**src/design/asc_pkg.sv**
```systemverilog
`default_nettype none
package asc_pkg;

    localparam int CFG_COUNT = 4;
    localparam int CFG_IDX_W = 2;

    // register indexes of the configuration port
    localparam logic [CFG_IDX_W-1:0] CFG_QUIET_ACTION = 2'd0;
    localparam logic [CFG_IDX_W-1:0] CFG_WAKE_WAVE    = 2'd1;
    localparam logic [CFG_IDX_W-1:0] CFG_DEEP_EXIT    = 2'd2;
    localparam logic [CFG_IDX_W-1:0] CFG_GAP_SECONDS  = 2'd3;

    // stage codes as seen on the result
    localparam logic [2:0] STG_CODE_AWAKE   = 3'd0;
    localparam logic [2:0] STG_CODE_PREPARE = 3'd1;
    localparam logic [2:0] STG_CODE_LIGHT   = 3'd2;
    localparam logic [2:0] STG_CODE_DEEP    = 3'd3;
    localparam logic [2:0] STG_CODE_OFF     = 3'd4;

    localparam logic KIND_LIGHT = 1'b0;
    localparam logic KIND_DEEP  = 1'b1;

    // hour band thresholds
    localparam logic [4:0] HOUR_MORNING = 5'd8;
    localparam logic [4:0] HOUR_NOON    = 5'd12;
    localparam logic [4:0] HOUR_AFTER   = 5'd14;
    localparam logic [4:0] HOUR_EVENING = 5'd20;
    localparam logic [4:0] HOUR_LATE    = 5'd23;

    localparam logic [3:0] PREP_WAVE_DAY     = 4'd10;
    localparam logic [3:0] PREP_WAVE_EVENING = 4'd9;
    localparam logic [3:0] PREP_WAVE_LATE    = 4'd12;
    localparam logic [4:0] PREP_MIN_RESET    = 5'd20;
    localparam logic [4:0] PREP_MIN_EVENING  = 5'd25;
    localparam logic [4:0] PREP_MIN_LATE     = 5'd15;

    localparam logic [15:0] AWAKE_WAVE_MAX  = 16'd8;
    localparam logic [7:0]  LIGHT_TO_DEEP   = 8'd7;
    localparam logic [7:0]  BUSY_TO_AWAKE   = 8'd3;
    localparam logic [15:0] SHORT_SEGMENT   = 16'd5;
    localparam logic [8:0]  DEEP_MARGIN     = 9'd5;
    localparam logic [7:0]  OFF_SHORT_RUN   = 8'd30;
    localparam logic [7:0]  OFF_LONG_RUN    = 8'd45;

    typedef enum logic [4:0] {
        ST_AWAKE   = 5'b00001,
        ST_PREPARE = 5'b00010,
        ST_LIGHT   = 5'b00100,
        ST_DEEP    = 5'b01000,
        ST_OFF     = 5'b10000
    } t_stage;

    typedef struct packed {
        logic [15:0] action_count;
        logic [15:0] wave_count;
        logic [4:0]  hour_of_day;
        logic [31:0] now_seconds;
    } t_in;

    typedef struct packed {
        logic [2:0]  stage;
        logic        sleep_active;
        logic        segment_valid;
        logic        segment_kind;
        logic [15:0] segment_minutes;
        logic [31:0] segment_start;
        logic [31:0] segment_end;
    } t_out;

    typedef struct packed {
        logic [15:0] quiet_action_limit;
        logic [15:0] wake_wave_limit;
        logic [15:0] deep_exit_wave;
        logic [15:0] gap_seconds;
    } t_cfg;

    typedef struct packed {
        t_stage      stage;
        logic        active;
        logic        night;
        logic [3:0]  prep_wave_lim;
        logic [4:0]  prep_min_lim;
        logic [7:0]  prep_minutes;
        logic [7:0]  quiet_run;
        logic [7:0]  busy_run;
        logic [7:0]  offwrist_run;
        logic        start_latched;
        logic [15:0] seg_count;
        logic [31:0] seg_start;
        logic [31:0] last_end;
    } t_state;

    localparam t_cfg CFG_RESET = '{
        quiet_action_limit: 16'd15,
        wake_wave_limit:    16'd20,
        deep_exit_wave:     16'd4,
        gap_seconds:        16'd180
    };

    localparam t_state STATE_RESET = '{
        stage:         ST_AWAKE,
        active:        1'b0,
        night:         1'b0,
        prep_wave_lim: PREP_WAVE_DAY,
        prep_min_lim:  PREP_MIN_RESET,
        prep_minutes:  8'd0,
        quiet_run:     8'd0,
        busy_run:      8'd0,
        offwrist_run:  8'd0,
        start_latched: 1'b0,
        seg_count:     16'd0,
        seg_start:     32'd0,
        last_end:      32'd0
    };

    function automatic logic [7:0] inc8(input logic [7:0] v);
        return (v == 8'hFF) ? v : v + 8'd1;
    endfunction

    function automatic logic [15:0] inc16(input logic [15:0] v);
        return (v == 16'hFFFF) ? v : v + 16'd1;
    endfunction

    function automatic logic [2:0] stage_code(input t_stage s);
        logic [2:0] c;
        case (s)
            ST_AWAKE:   c = STG_CODE_AWAKE;
            ST_PREPARE: c = STG_CODE_PREPARE;
            ST_LIGHT:   c = STG_CODE_LIGHT;
            ST_DEEP:    c = STG_CODE_DEEP;
            ST_OFF:     c = STG_CODE_OFF;
            default:    c = STG_CODE_AWAKE;
        endcase
        return c;
    endfunction

endpackage
`default_nettype wire

```
**src/design/asc_cfg.sv**
```systemverilog
`default_nettype none
module asc_cfg (
    input  wire logic                          i_clk,
    input  wire logic                          i_rst_n,
    input  wire logic                          i_cfg_we,
    input  wire logic [asc_pkg::CFG_IDX_W-1:0] i_cfg_idx,
    input  wire logic [15:0]                   i_cfg_wdata,
    output asc_pkg::t_cfg                      o_cfg
);
    import asc_pkg::*;

    t_cfg r_cfg;
    t_cfg n_cfg;

    always_comb begin
        n_cfg = r_cfg;
        if (i_cfg_we) begin
            case (i_cfg_idx)
                CFG_QUIET_ACTION: n_cfg.quiet_action_limit = i_cfg_wdata;
                CFG_WAKE_WAVE:    n_cfg.wake_wave_limit    = i_cfg_wdata;
                CFG_DEEP_EXIT:    n_cfg.deep_exit_wave     = i_cfg_wdata;
                CFG_GAP_SECONDS:  n_cfg.gap_seconds        = i_cfg_wdata;
                default:          n_cfg = r_cfg;
            endcase
        end
    end

    always_ff @(posedge i_clk) begin
        if (!i_rst_n) begin
            r_cfg <= CFG_RESET;
        end else begin
            r_cfg <= n_cfg;
        end
    end

    assign o_cfg = r_cfg;

endmodule
`default_nettype wire

```
**src/design/asc_step.sv**
```systemverilog
`default_nettype none
module asc_step (
    input  wire asc_pkg::t_cfg   i_cfg,
    input  wire asc_pkg::t_state i_state,
    input  wire asc_pkg::t_in    i_item,
    output asc_pkg::t_state      o_state,
    output asc_pkg::t_out        o_result
);
    import asc_pkg::*;

    t_state      s;
    logic        e_valid;
    logic        e_kind;
    logic [15:0] e_minutes;
    logic [31:0] e_start;
    logic [31:0] e_end;
    logic [15:0] act;
    logic [15:0] wav;
    logic [4:0]  hr;
    logic [31:0] now;
    logic        quiet;
    logic [31:0] gap;

    always_comb begin
        s         = i_state;
        e_valid   = 1'b0;
        e_kind    = KIND_LIGHT;
        e_minutes = 16'd0;
        e_start   = 32'd0;
        e_end     = 32'd0;
        gap       = 32'd0;
        act       = i_item.action_count;
        wav       = i_item.wave_count;
        hr        = i_item.hour_of_day;
        now       = i_item.now_seconds;
        quiet     = (wav == 16'd0) || (act <= i_cfg.quiet_action_limit);

        // hour band
        if (hr >= HOUR_MORNING && hr < HOUR_NOON) begin
            s.night = 1'b0;
            if (s.stage == ST_PREPARE) s.stage = ST_AWAKE;
        end else if (hr >= HOUR_NOON && hr < HOUR_AFTER) begin
            s.night = 1'b0;
            s.prep_wave_lim = PREP_WAVE_DAY;
        end else if (hr >= HOUR_AFTER && hr < HOUR_EVENING) begin
            s.night = 1'b0;
            if (s.stage == ST_PREPARE) s.stage = ST_AWAKE;
        end else if (hr >= HOUR_EVENING && hr < HOUR_LATE) begin
            s.night = 1'b1;
            s.prep_wave_lim = PREP_WAVE_EVENING;
            s.prep_min_lim  = PREP_MIN_EVENING;
        end else begin
            s.night = 1'b1;
            s.prep_wave_lim = PREP_WAVE_LATE;
            s.prep_min_lim  = PREP_MIN_LATE;
        end

        if (s.night || s.active) begin
            case (s.stage)
                ST_AWAKE: begin
                    if (wav < AWAKE_WAVE_MAX) begin
                        s.seg_start    = now;
                        s.seg_count    = 16'd0;
                        s.stage        = ST_PREPARE;
                        s.prep_minutes = 8'd0;
                        s.quiet_run    = 8'd0;
                        s.busy_run     = 8'd0;
                    end
                end
                ST_PREPARE: begin
                    if (wav > {12'd0, s.prep_wave_lim}) begin
                        s.prep_minutes = 8'd0;
                        s.active       = 1'b0;
                        s.stage        = ST_AWAKE;
                    end else begin
                        s.quiet_run    = quiet ? inc8(s.quiet_run) : 8'd0;
                        s.prep_minutes = inc8(s.prep_minutes);
                        if (s.prep_minutes > {3'd0, s.prep_min_lim}) begin
                            s.stage = ({1'b0, s.quiet_run} + DEEP_MARGIN >=
                                       {4'd0, s.prep_min_lim}) ? ST_DEEP : ST_LIGHT;
                            s.seg_count     = {8'd0, s.prep_minutes} + 16'd1;
                            s.start_latched = 1'b1;
                            s.active        = 1'b1;
                            s.prep_minutes  = 8'd0;
                            s.quiet_run     = 8'd0;
                            s.busy_run      = 8'd0;
                        end
                    end
                end
                ST_LIGHT: begin
                    if (!s.start_latched) begin
                        s.start_latched = 1'b1;
                        s.seg_start     = now;
                    end
                    s.seg_count = inc16(s.seg_count);
                    if (act == 16'd0) begin
                        s.quiet_run = inc8(s.quiet_run);
                        if (s.quiet_run >= LIGHT_TO_DEEP) begin
                            s.busy_run  = 8'd0;
                            s.quiet_run = 8'd0;
                            s.stage     = ST_DEEP;
                            if (s.seg_count > SHORT_SEGMENT) begin
                                e_valid   = 1'b1;
                                e_kind    = KIND_LIGHT;
                                e_minutes = s.seg_count;
                                e_start   = s.seg_start;
                                e_end     = now;
                                s.last_end      = now;
                                s.seg_count     = 16'd0;
                                s.start_latched = 1'b0;
                            end
                        end
                    end else begin
                        s.quiet_run = 8'd0;
                    end
                    if (wav > i_cfg.wake_wave_limit) begin
                        s.busy_run = inc8(s.busy_run);
                        if (s.busy_run >= BUSY_TO_AWAKE) begin
                            if (s.seg_count >= SHORT_SEGMENT) begin
                                e_valid   = 1'b1;
                                e_kind    = KIND_LIGHT;
                                e_minutes = s.seg_count;
                                e_start   = s.seg_start;
                                e_end     = now;
                                s.last_end = now;
                            end
                            s.seg_count     = 16'd0;
                            s.start_latched = 1'b0;
                            s.active        = 1'b0;
                            s.stage         = ST_AWAKE;
                        end
                    end else begin
                        s.busy_run = 8'd0;
                    end
                end
                ST_DEEP: begin
                    if (!s.start_latched) begin
                        s.start_latched = 1'b1;
                        s.seg_start     = now;
                    end
                    s.seg_count = inc16(s.seg_count);
                    if (wav >= i_cfg.deep_exit_wave) begin
                        s.stage     = ST_LIGHT;
                        s.quiet_run = 8'd0;
                        s.busy_run  = 8'd0;
                        if (s.seg_count > SHORT_SEGMENT) begin
                            e_valid   = 1'b1;
                            e_kind    = KIND_DEEP;
                            e_minutes = s.seg_count;
                            e_start   = s.seg_start;
                            e_end     = now;
                            s.last_end      = now;
                            s.seg_count     = 16'd0;
                            s.start_latched = 1'b0;
                        end
                    end
                end
                ST_OFF: begin
                    if (wav != 16'd0) begin
                        s.stage  = ST_AWAKE;
                        s.active = 1'b0;
                    end
                end
                default: s = i_state;
            endcase

            // taken-off detector
            if (s.stage != ST_OFF) begin
                if (quiet) begin
                    s.offwrist_run = inc8(s.offwrist_run);
                    gap = s.seg_start - s.last_end;
                    if ((s.offwrist_run >= OFF_SHORT_RUN &&
                         gap >= {16'd0, i_cfg.gap_seconds}) ||
                        s.offwrist_run >= OFF_LONG_RUN) begin
                        s.offwrist_run = 8'd0;
                        s.active       = 1'b0;
                        s.stage        = ST_OFF;
                    end
                end else begin
                    s.offwrist_run = 8'd0;
                end
            end
        end
    end

    assign o_state = s;

    always_comb begin
        o_result.stage           = stage_code(s.stage);
        o_result.sleep_active    = s.active;
        o_result.segment_valid   = e_valid;
        o_result.segment_kind    = e_kind;
        o_result.segment_minutes = e_minutes;
        o_result.segment_start   = e_start;
        o_result.segment_end     = e_end;
    end

endmodule
`default_nettype wire

```
**src/design/activity_sleep_stage_classifier_top.sv**
```systemverilog
// Sleep stage classifier, one input item per minute of motion activity.
// Input channel: i_in_valid / o_in_ready with i_in_data (action count, wave
// count, hour, seconds stamp). Output channel: o_out_valid / i_out_ready with
// o_out_data (stage, sleep flag and, when a light or deep segment closes,
// its kind, minutes, start and end stamps). Every item gives one result.
// Configuration: i_cfg_we writes i_cfg_wdata to register i_cfg_idx
// (0 quiet action limit, 1 wake wave limit, 2 deep exit wave, 3 gap seconds)
// at the clock edge; write only while no item is in flight.
// An item is held in the input register, goes through the stage update
// and lands in the result register. Throughput: one item per cycle while
// the receiver takes results, set by the single combinational stage update.
// A stalled receiver holds the result; one more item is taken into the input
// register, then o_in_ready drops until the result is taken.
// Reset (synchronous, active low) clears the stage state to awake, the
// configuration to its defaults, and empties both registers.
`default_nettype none
module activity_sleep_stage_classifier_top (
    input  wire logic                          i_clk,
    input  wire logic                          i_rst_n,
    input  wire logic                          i_in_valid,
    output logic                               o_in_ready,
    input  wire asc_pkg::t_in                  i_in_data,
    output logic                               o_out_valid,
    input  wire logic                          i_out_ready,
    output asc_pkg::t_out                      o_out_data,
    input  wire logic                          i_cfg_we,
    input  wire logic [asc_pkg::CFG_IDX_W-1:0] i_cfg_idx,
    input  wire logic [15:0]                   i_cfg_wdata
);
    import asc_pkg::*;

    t_cfg   cfg;
    t_state r_state;
    t_state n_state;
    t_in    r_in;
    logic   r_in_vld;
    t_out   r_out;
    t_out   n_out;
    logic   r_out_vld;
    logic   adv;

    asc_cfg u_cfg (
        .i_clk       (i_clk),
        .i_rst_n     (i_rst_n),
        .i_cfg_we    (i_cfg_we),
        .i_cfg_idx   (i_cfg_idx),
        .i_cfg_wdata (i_cfg_wdata),
        .o_cfg       (cfg)
    );

    asc_step u_step (
        .i_cfg    (cfg),
        .i_state  (r_state),
        .i_item   (r_in),
        .o_state  (n_state),
        .o_result (n_out)
    );

    // the held item moves on when the result register is free or being drained
    assign adv        = r_in_vld && (!r_out_vld || i_out_ready);
    assign o_in_ready = !r_in_vld || adv;

    always_ff @(posedge i_clk) begin
        if (!i_rst_n) begin
            r_in_vld  <= 1'b0;
            r_out_vld <= 1'b0;
            r_state   <= STATE_RESET;
        end else begin
            if (o_in_ready) begin
                r_in_vld <= i_in_valid;
            end
            if (adv) begin
                r_out_vld <= 1'b1;
                r_state   <= n_state;
            end else if (i_out_ready) begin
                r_out_vld <= 1'b0;
            end
        end
    end

    always_ff @(posedge i_clk) begin
        if (o_in_ready && i_in_valid) begin
            r_in <= i_in_data;
        end
        if (adv) begin
            r_out <= n_out;
        end
    end

    assign o_out_valid = r_out_vld;
    assign o_out_data  = r_out;

    // light and deep are only ever reached with detection engaged
    a_deep_light_active: assert property (@(posedge i_clk) disable iff (!i_rst_n)
        (r_state.stage == ST_LIGHT || r_state.stage == ST_DEEP) |-> r_state.active)
        else $error("light or deep stage without sleep_active");

    // a closed deep segment always drops to light or taken off
    a_deep_close_stage: assert property (@(posedge i_clk) disable iff (!i_rst_n)
        (r_out_vld && r_out.segment_valid && r_out.segment_kind == KIND_DEEP) |->
        (r_out.stage == STG_CODE_LIGHT || r_out.stage == STG_CODE_OFF))
        else $error("deep segment closed into an unexpected stage");

    // segment fields stay clear when no segment closed
    a_no_segment_zero: assert property (@(posedge i_clk) disable iff (!i_rst_n)
        (r_out_vld && !r_out.segment_valid) |->
        (r_out.segment_minutes == 16'd0 && r_out.segment_start == 32'd0 &&
         r_out.segment_end == 32'd0))
        else $error("segment fields set without a closed segment");

    // a held input item is not overwritten while it waits
    a_in_hold: assert property (@(posedge i_clk) disable iff (!i_rst_n)
        (r_in_vld && !adv) |=> (r_in_vld && $stable(r_in)))
        else $error("waiting input item lost or changed");

endmodule
`default_nettype wire
```
**config.mk**
```make
export PLATFORM = sky130hd
export DESIGN_NAME = activity_sleep_stage_classifier_top
export DESIGN_NICKNAME = d
export VERILOG_FILES = /design/src/design/asc_pkg.sv /design/src/design/asc_cfg.sv /design/src/design/asc_step.sv /design/src/design/activity_sleep_stage_classifier_top.sv
export SDC_FILE = /design/constraint.sdc
export NUM_CORES = 1
export LEC_CHECK = 0
export BUFFER_PORTS_ARGS = -buffer_cell sky130_fd_sc_hd__buf_2
export CAP_MARGIN = 25
export CELL_PAD_IN_SITES_DETAIL_PLACEMENT = 1
export CELL_PAD_IN_SITES_GLOBAL_PLACEMENT = 1
export CORE_UTILIZATION = 28
export CTS_CLUSTER_DIAMETER = 200
export DETAILED_ROUTE_END_ITERATION = 7
export PLACE_DENSITY_LB_ADDON = 0.1
export SKIP_CTS_REPAIR_TIMING = 1
export SLEW_MARGIN = 5
export SYNTH_ARGS = -nofsm -noshare
export SYNTH_HDL_FRONTEND = slang
export SYNTH_HIERARCHICAL = 1
export SYNTH_SLANG_ARGS = --single-unit
```
**constraint.sdc**
```tcl
create_clock -name i_clk -period 13 [get_ports i_clk]
set_input_delay 1.3 -clock i_clk [delete_from_list [all_inputs] [get_ports i_clk]]
set_output_delay 1.3 -clock i_clk [all_outputs]
set_load 0.02 [all_outputs]
```
==> results.txt <==
----------------------------------------------------
[Clocking]
  CTS max path bufs ... 3
  H-Tree Level Count ... 2
  CTS root buffer ... sky130_fd_sc_hd__clkbuf_16
  CTS tree ... yes
  Clock sink total ... 349
  Clock slew at the register clock pins of the worst setup and hold paths ... 0.06 ns
  Worst-Skew Late Latency ... around 0.6 ns
  Clock buffers created by TritonCTS ... 46

[Placed design]
  Placed cell area ... between 20000 and 25000 µm²
  Count of buffers from port buffering ... 179
  DP HPWL ... 52.09 mm
  Weighted congestion reported at the end of routability-driven placement ... 0.8606

[Setup path]
  Register-to-Register Setup Slack ... ~1.6 ns
  Highest cell delay on the worst timing path ... 0.65 ns
  Required @ worst endpoint ... 13.52 ns
  Highest fanout seen on the critical path ... 21
  Element type at the critical path end ... flop
  Startpoint-to-endpoint class of the critical path ... flop to flop
  CP max-delay cell ... sky130_fd_sc_hd__nor2_4
  Most used cell along the critical path ... sky130_fd_sc_hd__o21ai_0
  Sort of element at the start of the critical path ... flop
  Arrival time at the worst endpoint ... 11.90 ns

[Worst hold path]
  Classification of the worst-slack hold path ... flop to flop

[Timing]
  Worst setup skew after layout ... 0.02998 ns
  Hold violation count in the final report ... 0
  Tmin final ... 11.38 ns
  Unrepaired setup endpoints after global routing ... false
  Slew Limit Headroom ... 33.71%
  Final critical-path share of the clock period ... 87.51%
  Max Transition Viols Final ... 0
  Number of endpoints failing setup at the final stage ... 0
  Maximum frequency from static timing analysis ... 87.90 MHz
  Tightest Pin Transition ... 0.9944 ns
  Setup TNS Final ... 0 ns

[Power]
  Final Total Pwr ... slightly above 3000 µW
  Power per unit of standard cell area ... between 100 and 150 nW/µm²
  Peak supply drop ... 0.00008919 V
  Leakage Power ... 0.01028 µW

[Route]
  Number of DRC violations after detailed routing ... 0
  Per-cell routed wire length ... approximately 20 µm
  Number of vias in the routed layout ... about 19000
  Vias per cell ... 5.041
  Count of routing violations after the opening detailed-route iteration ... 677
  Remaining antenna violation count after routing ... 0
  Detailed-route wire length ... 72.66 mm
  Detailed-router iteration count before antenna repair ... 4

[Final layout]
  Total non-filler cell area in the finished layout ... between 20000 and 30000 µm²
  Combined flip-flop and latch cell area ... 8539 µm²
  Area of the multi-input gates ... around 12000 µm²
  # nets final ... 2865
  Fraction of layout cells with a size suffix above 1 ... roughly an eighth
  P&R area growth vs syn ... 14.97%
  Filler cell count ... 9082

[Die]
  Height of the chip ... 283.5 µm
  Initial standard-cell utilization of the core ... 28.45%
  Rows ... 102
  Die X ... 283.5 µm
  Area of the die ... 80370 µm²
  Total core area ... 77980 µm²
  Number of placed I/O pins ... 180

[Run]
  Number of max-cap violations ... 0

[Yosys]
  Mean post-synth cell area ... 8.670 µm²
  Mapped Cells ... 2559
  Number of nets in the synthesized netlist ... approximately 2800
  Synthesized cell area ... 22190 µm²
  Warning count from the yosys run ... 6

[Global routing]
  Number of antenna violations at the first check in global routing ... 2
  Largest net degree at the start of global routing ... 157
  Number of global-route vias before repair ... 19820
  Overflow left after global routing ... 0
  Overall Global Routing Usage ... 17.81%
  First-pass GRT wire length ... ~110 mm

[Outcome]
  Result of the run ... completed

----------------------------------------------------
==> cells in the final DEF, fill, tap and decap left out, drive strengths merged, types with 48 or more instances in the layout <==
| master | count |
|---|---|
| edfxtp | 155 |
| and2 | 48 |
| clkbuf | 60 |
| inv | 113 |
| mux2i | 256 |
| ha | 111 |
| nand2 | 522 |
| buf | 207 |
| nand3 | 54 |
| dfxtp | 194 |
| nor2 | 204 |
| o21ai | 145 |
| a21oi | 103 |
==> through the flow <==
stage | hold WS, ns | setup WS, ns | cells | utilization (%)
6_report | 0.4577 | 1.624 | 3741 | 32.71
3_3_place_gp | 0.4445 | 2.031 | 3649 | 30.53
3_5_place_dp | 0.4511 | 1.720 | 3651 | 30.57
5_1_grt | 0.4846 | 0.3414 | 3739 | 32.71
4_1_cts | 0.4626 | 1.628 | 3737 | 32.65
2_1_floorplan | 0.4314 | 3.236 | 2559 | -
==> report_power, final <==
| part | total (µW) | switching [µW] | internal [µW] |
|---|---|---|---|
| combinational | 429 | 265 | 164 |
| clock | 1390 | 533 | 857 |
| sequential | 1210 | 30.8 | 1180 |
| total | 3030 | 829 | 2200 |
==> critical path: cells and delay by family (launching register included) <==
family	cells	cell delay [ns]
DFF	1	0.41
adders and majority gates	4	1.47
buffers and inverters	1	0.10
and+or+nand+nor	17	3.79
muxes	2	0.53
xor gates and xnor gates	1	0.20
AOI/OAI and AO/OA	21	4.78
==> path summary, 6_finish.rpt <==
check / start / to / cells past startpoint
min: u_cfg/o_cfg[56] / u_cfg/o_cfg[56] / 2
min reg2reg: u_cfg/o_cfg[56] / u_cfg/o_cfg[56] / 2
max reg2reg: r_state[97] / r_state[83] / 46
max: r_state[97] / r_state[83] / 46
==> final cells by class <==
cell class	instances	share of cell area, %
flip-flops and latches	349	33.48
inverters	111	1.633
multi-input cells	1946	48.85
clock inverters	26	1.491
diodes	2	0.01962
clock buffers	60	4.880
repair buffers	207	4.552
well taps	1040	5.101
==> metal layers <==
metal	vias to the layer above	track usage, %	routed length (µm)
li1	9245	-	-
met1	9305	22.48	33410
met2	225	32.00	35980
met3	83	2.267	1969
met4	0	4.068	1303
met5	-	0	0
==> registers in the layout, summed over array words and instances, names as in the netlist <==
signal / count
r_in: 69
r_in_vld: 1
r_state: 128
o_out_valid: 1
u_cfg/o_cfg: 64
o_out_data: 86
No activity file was read; power rests on OpenSTA's default activity.
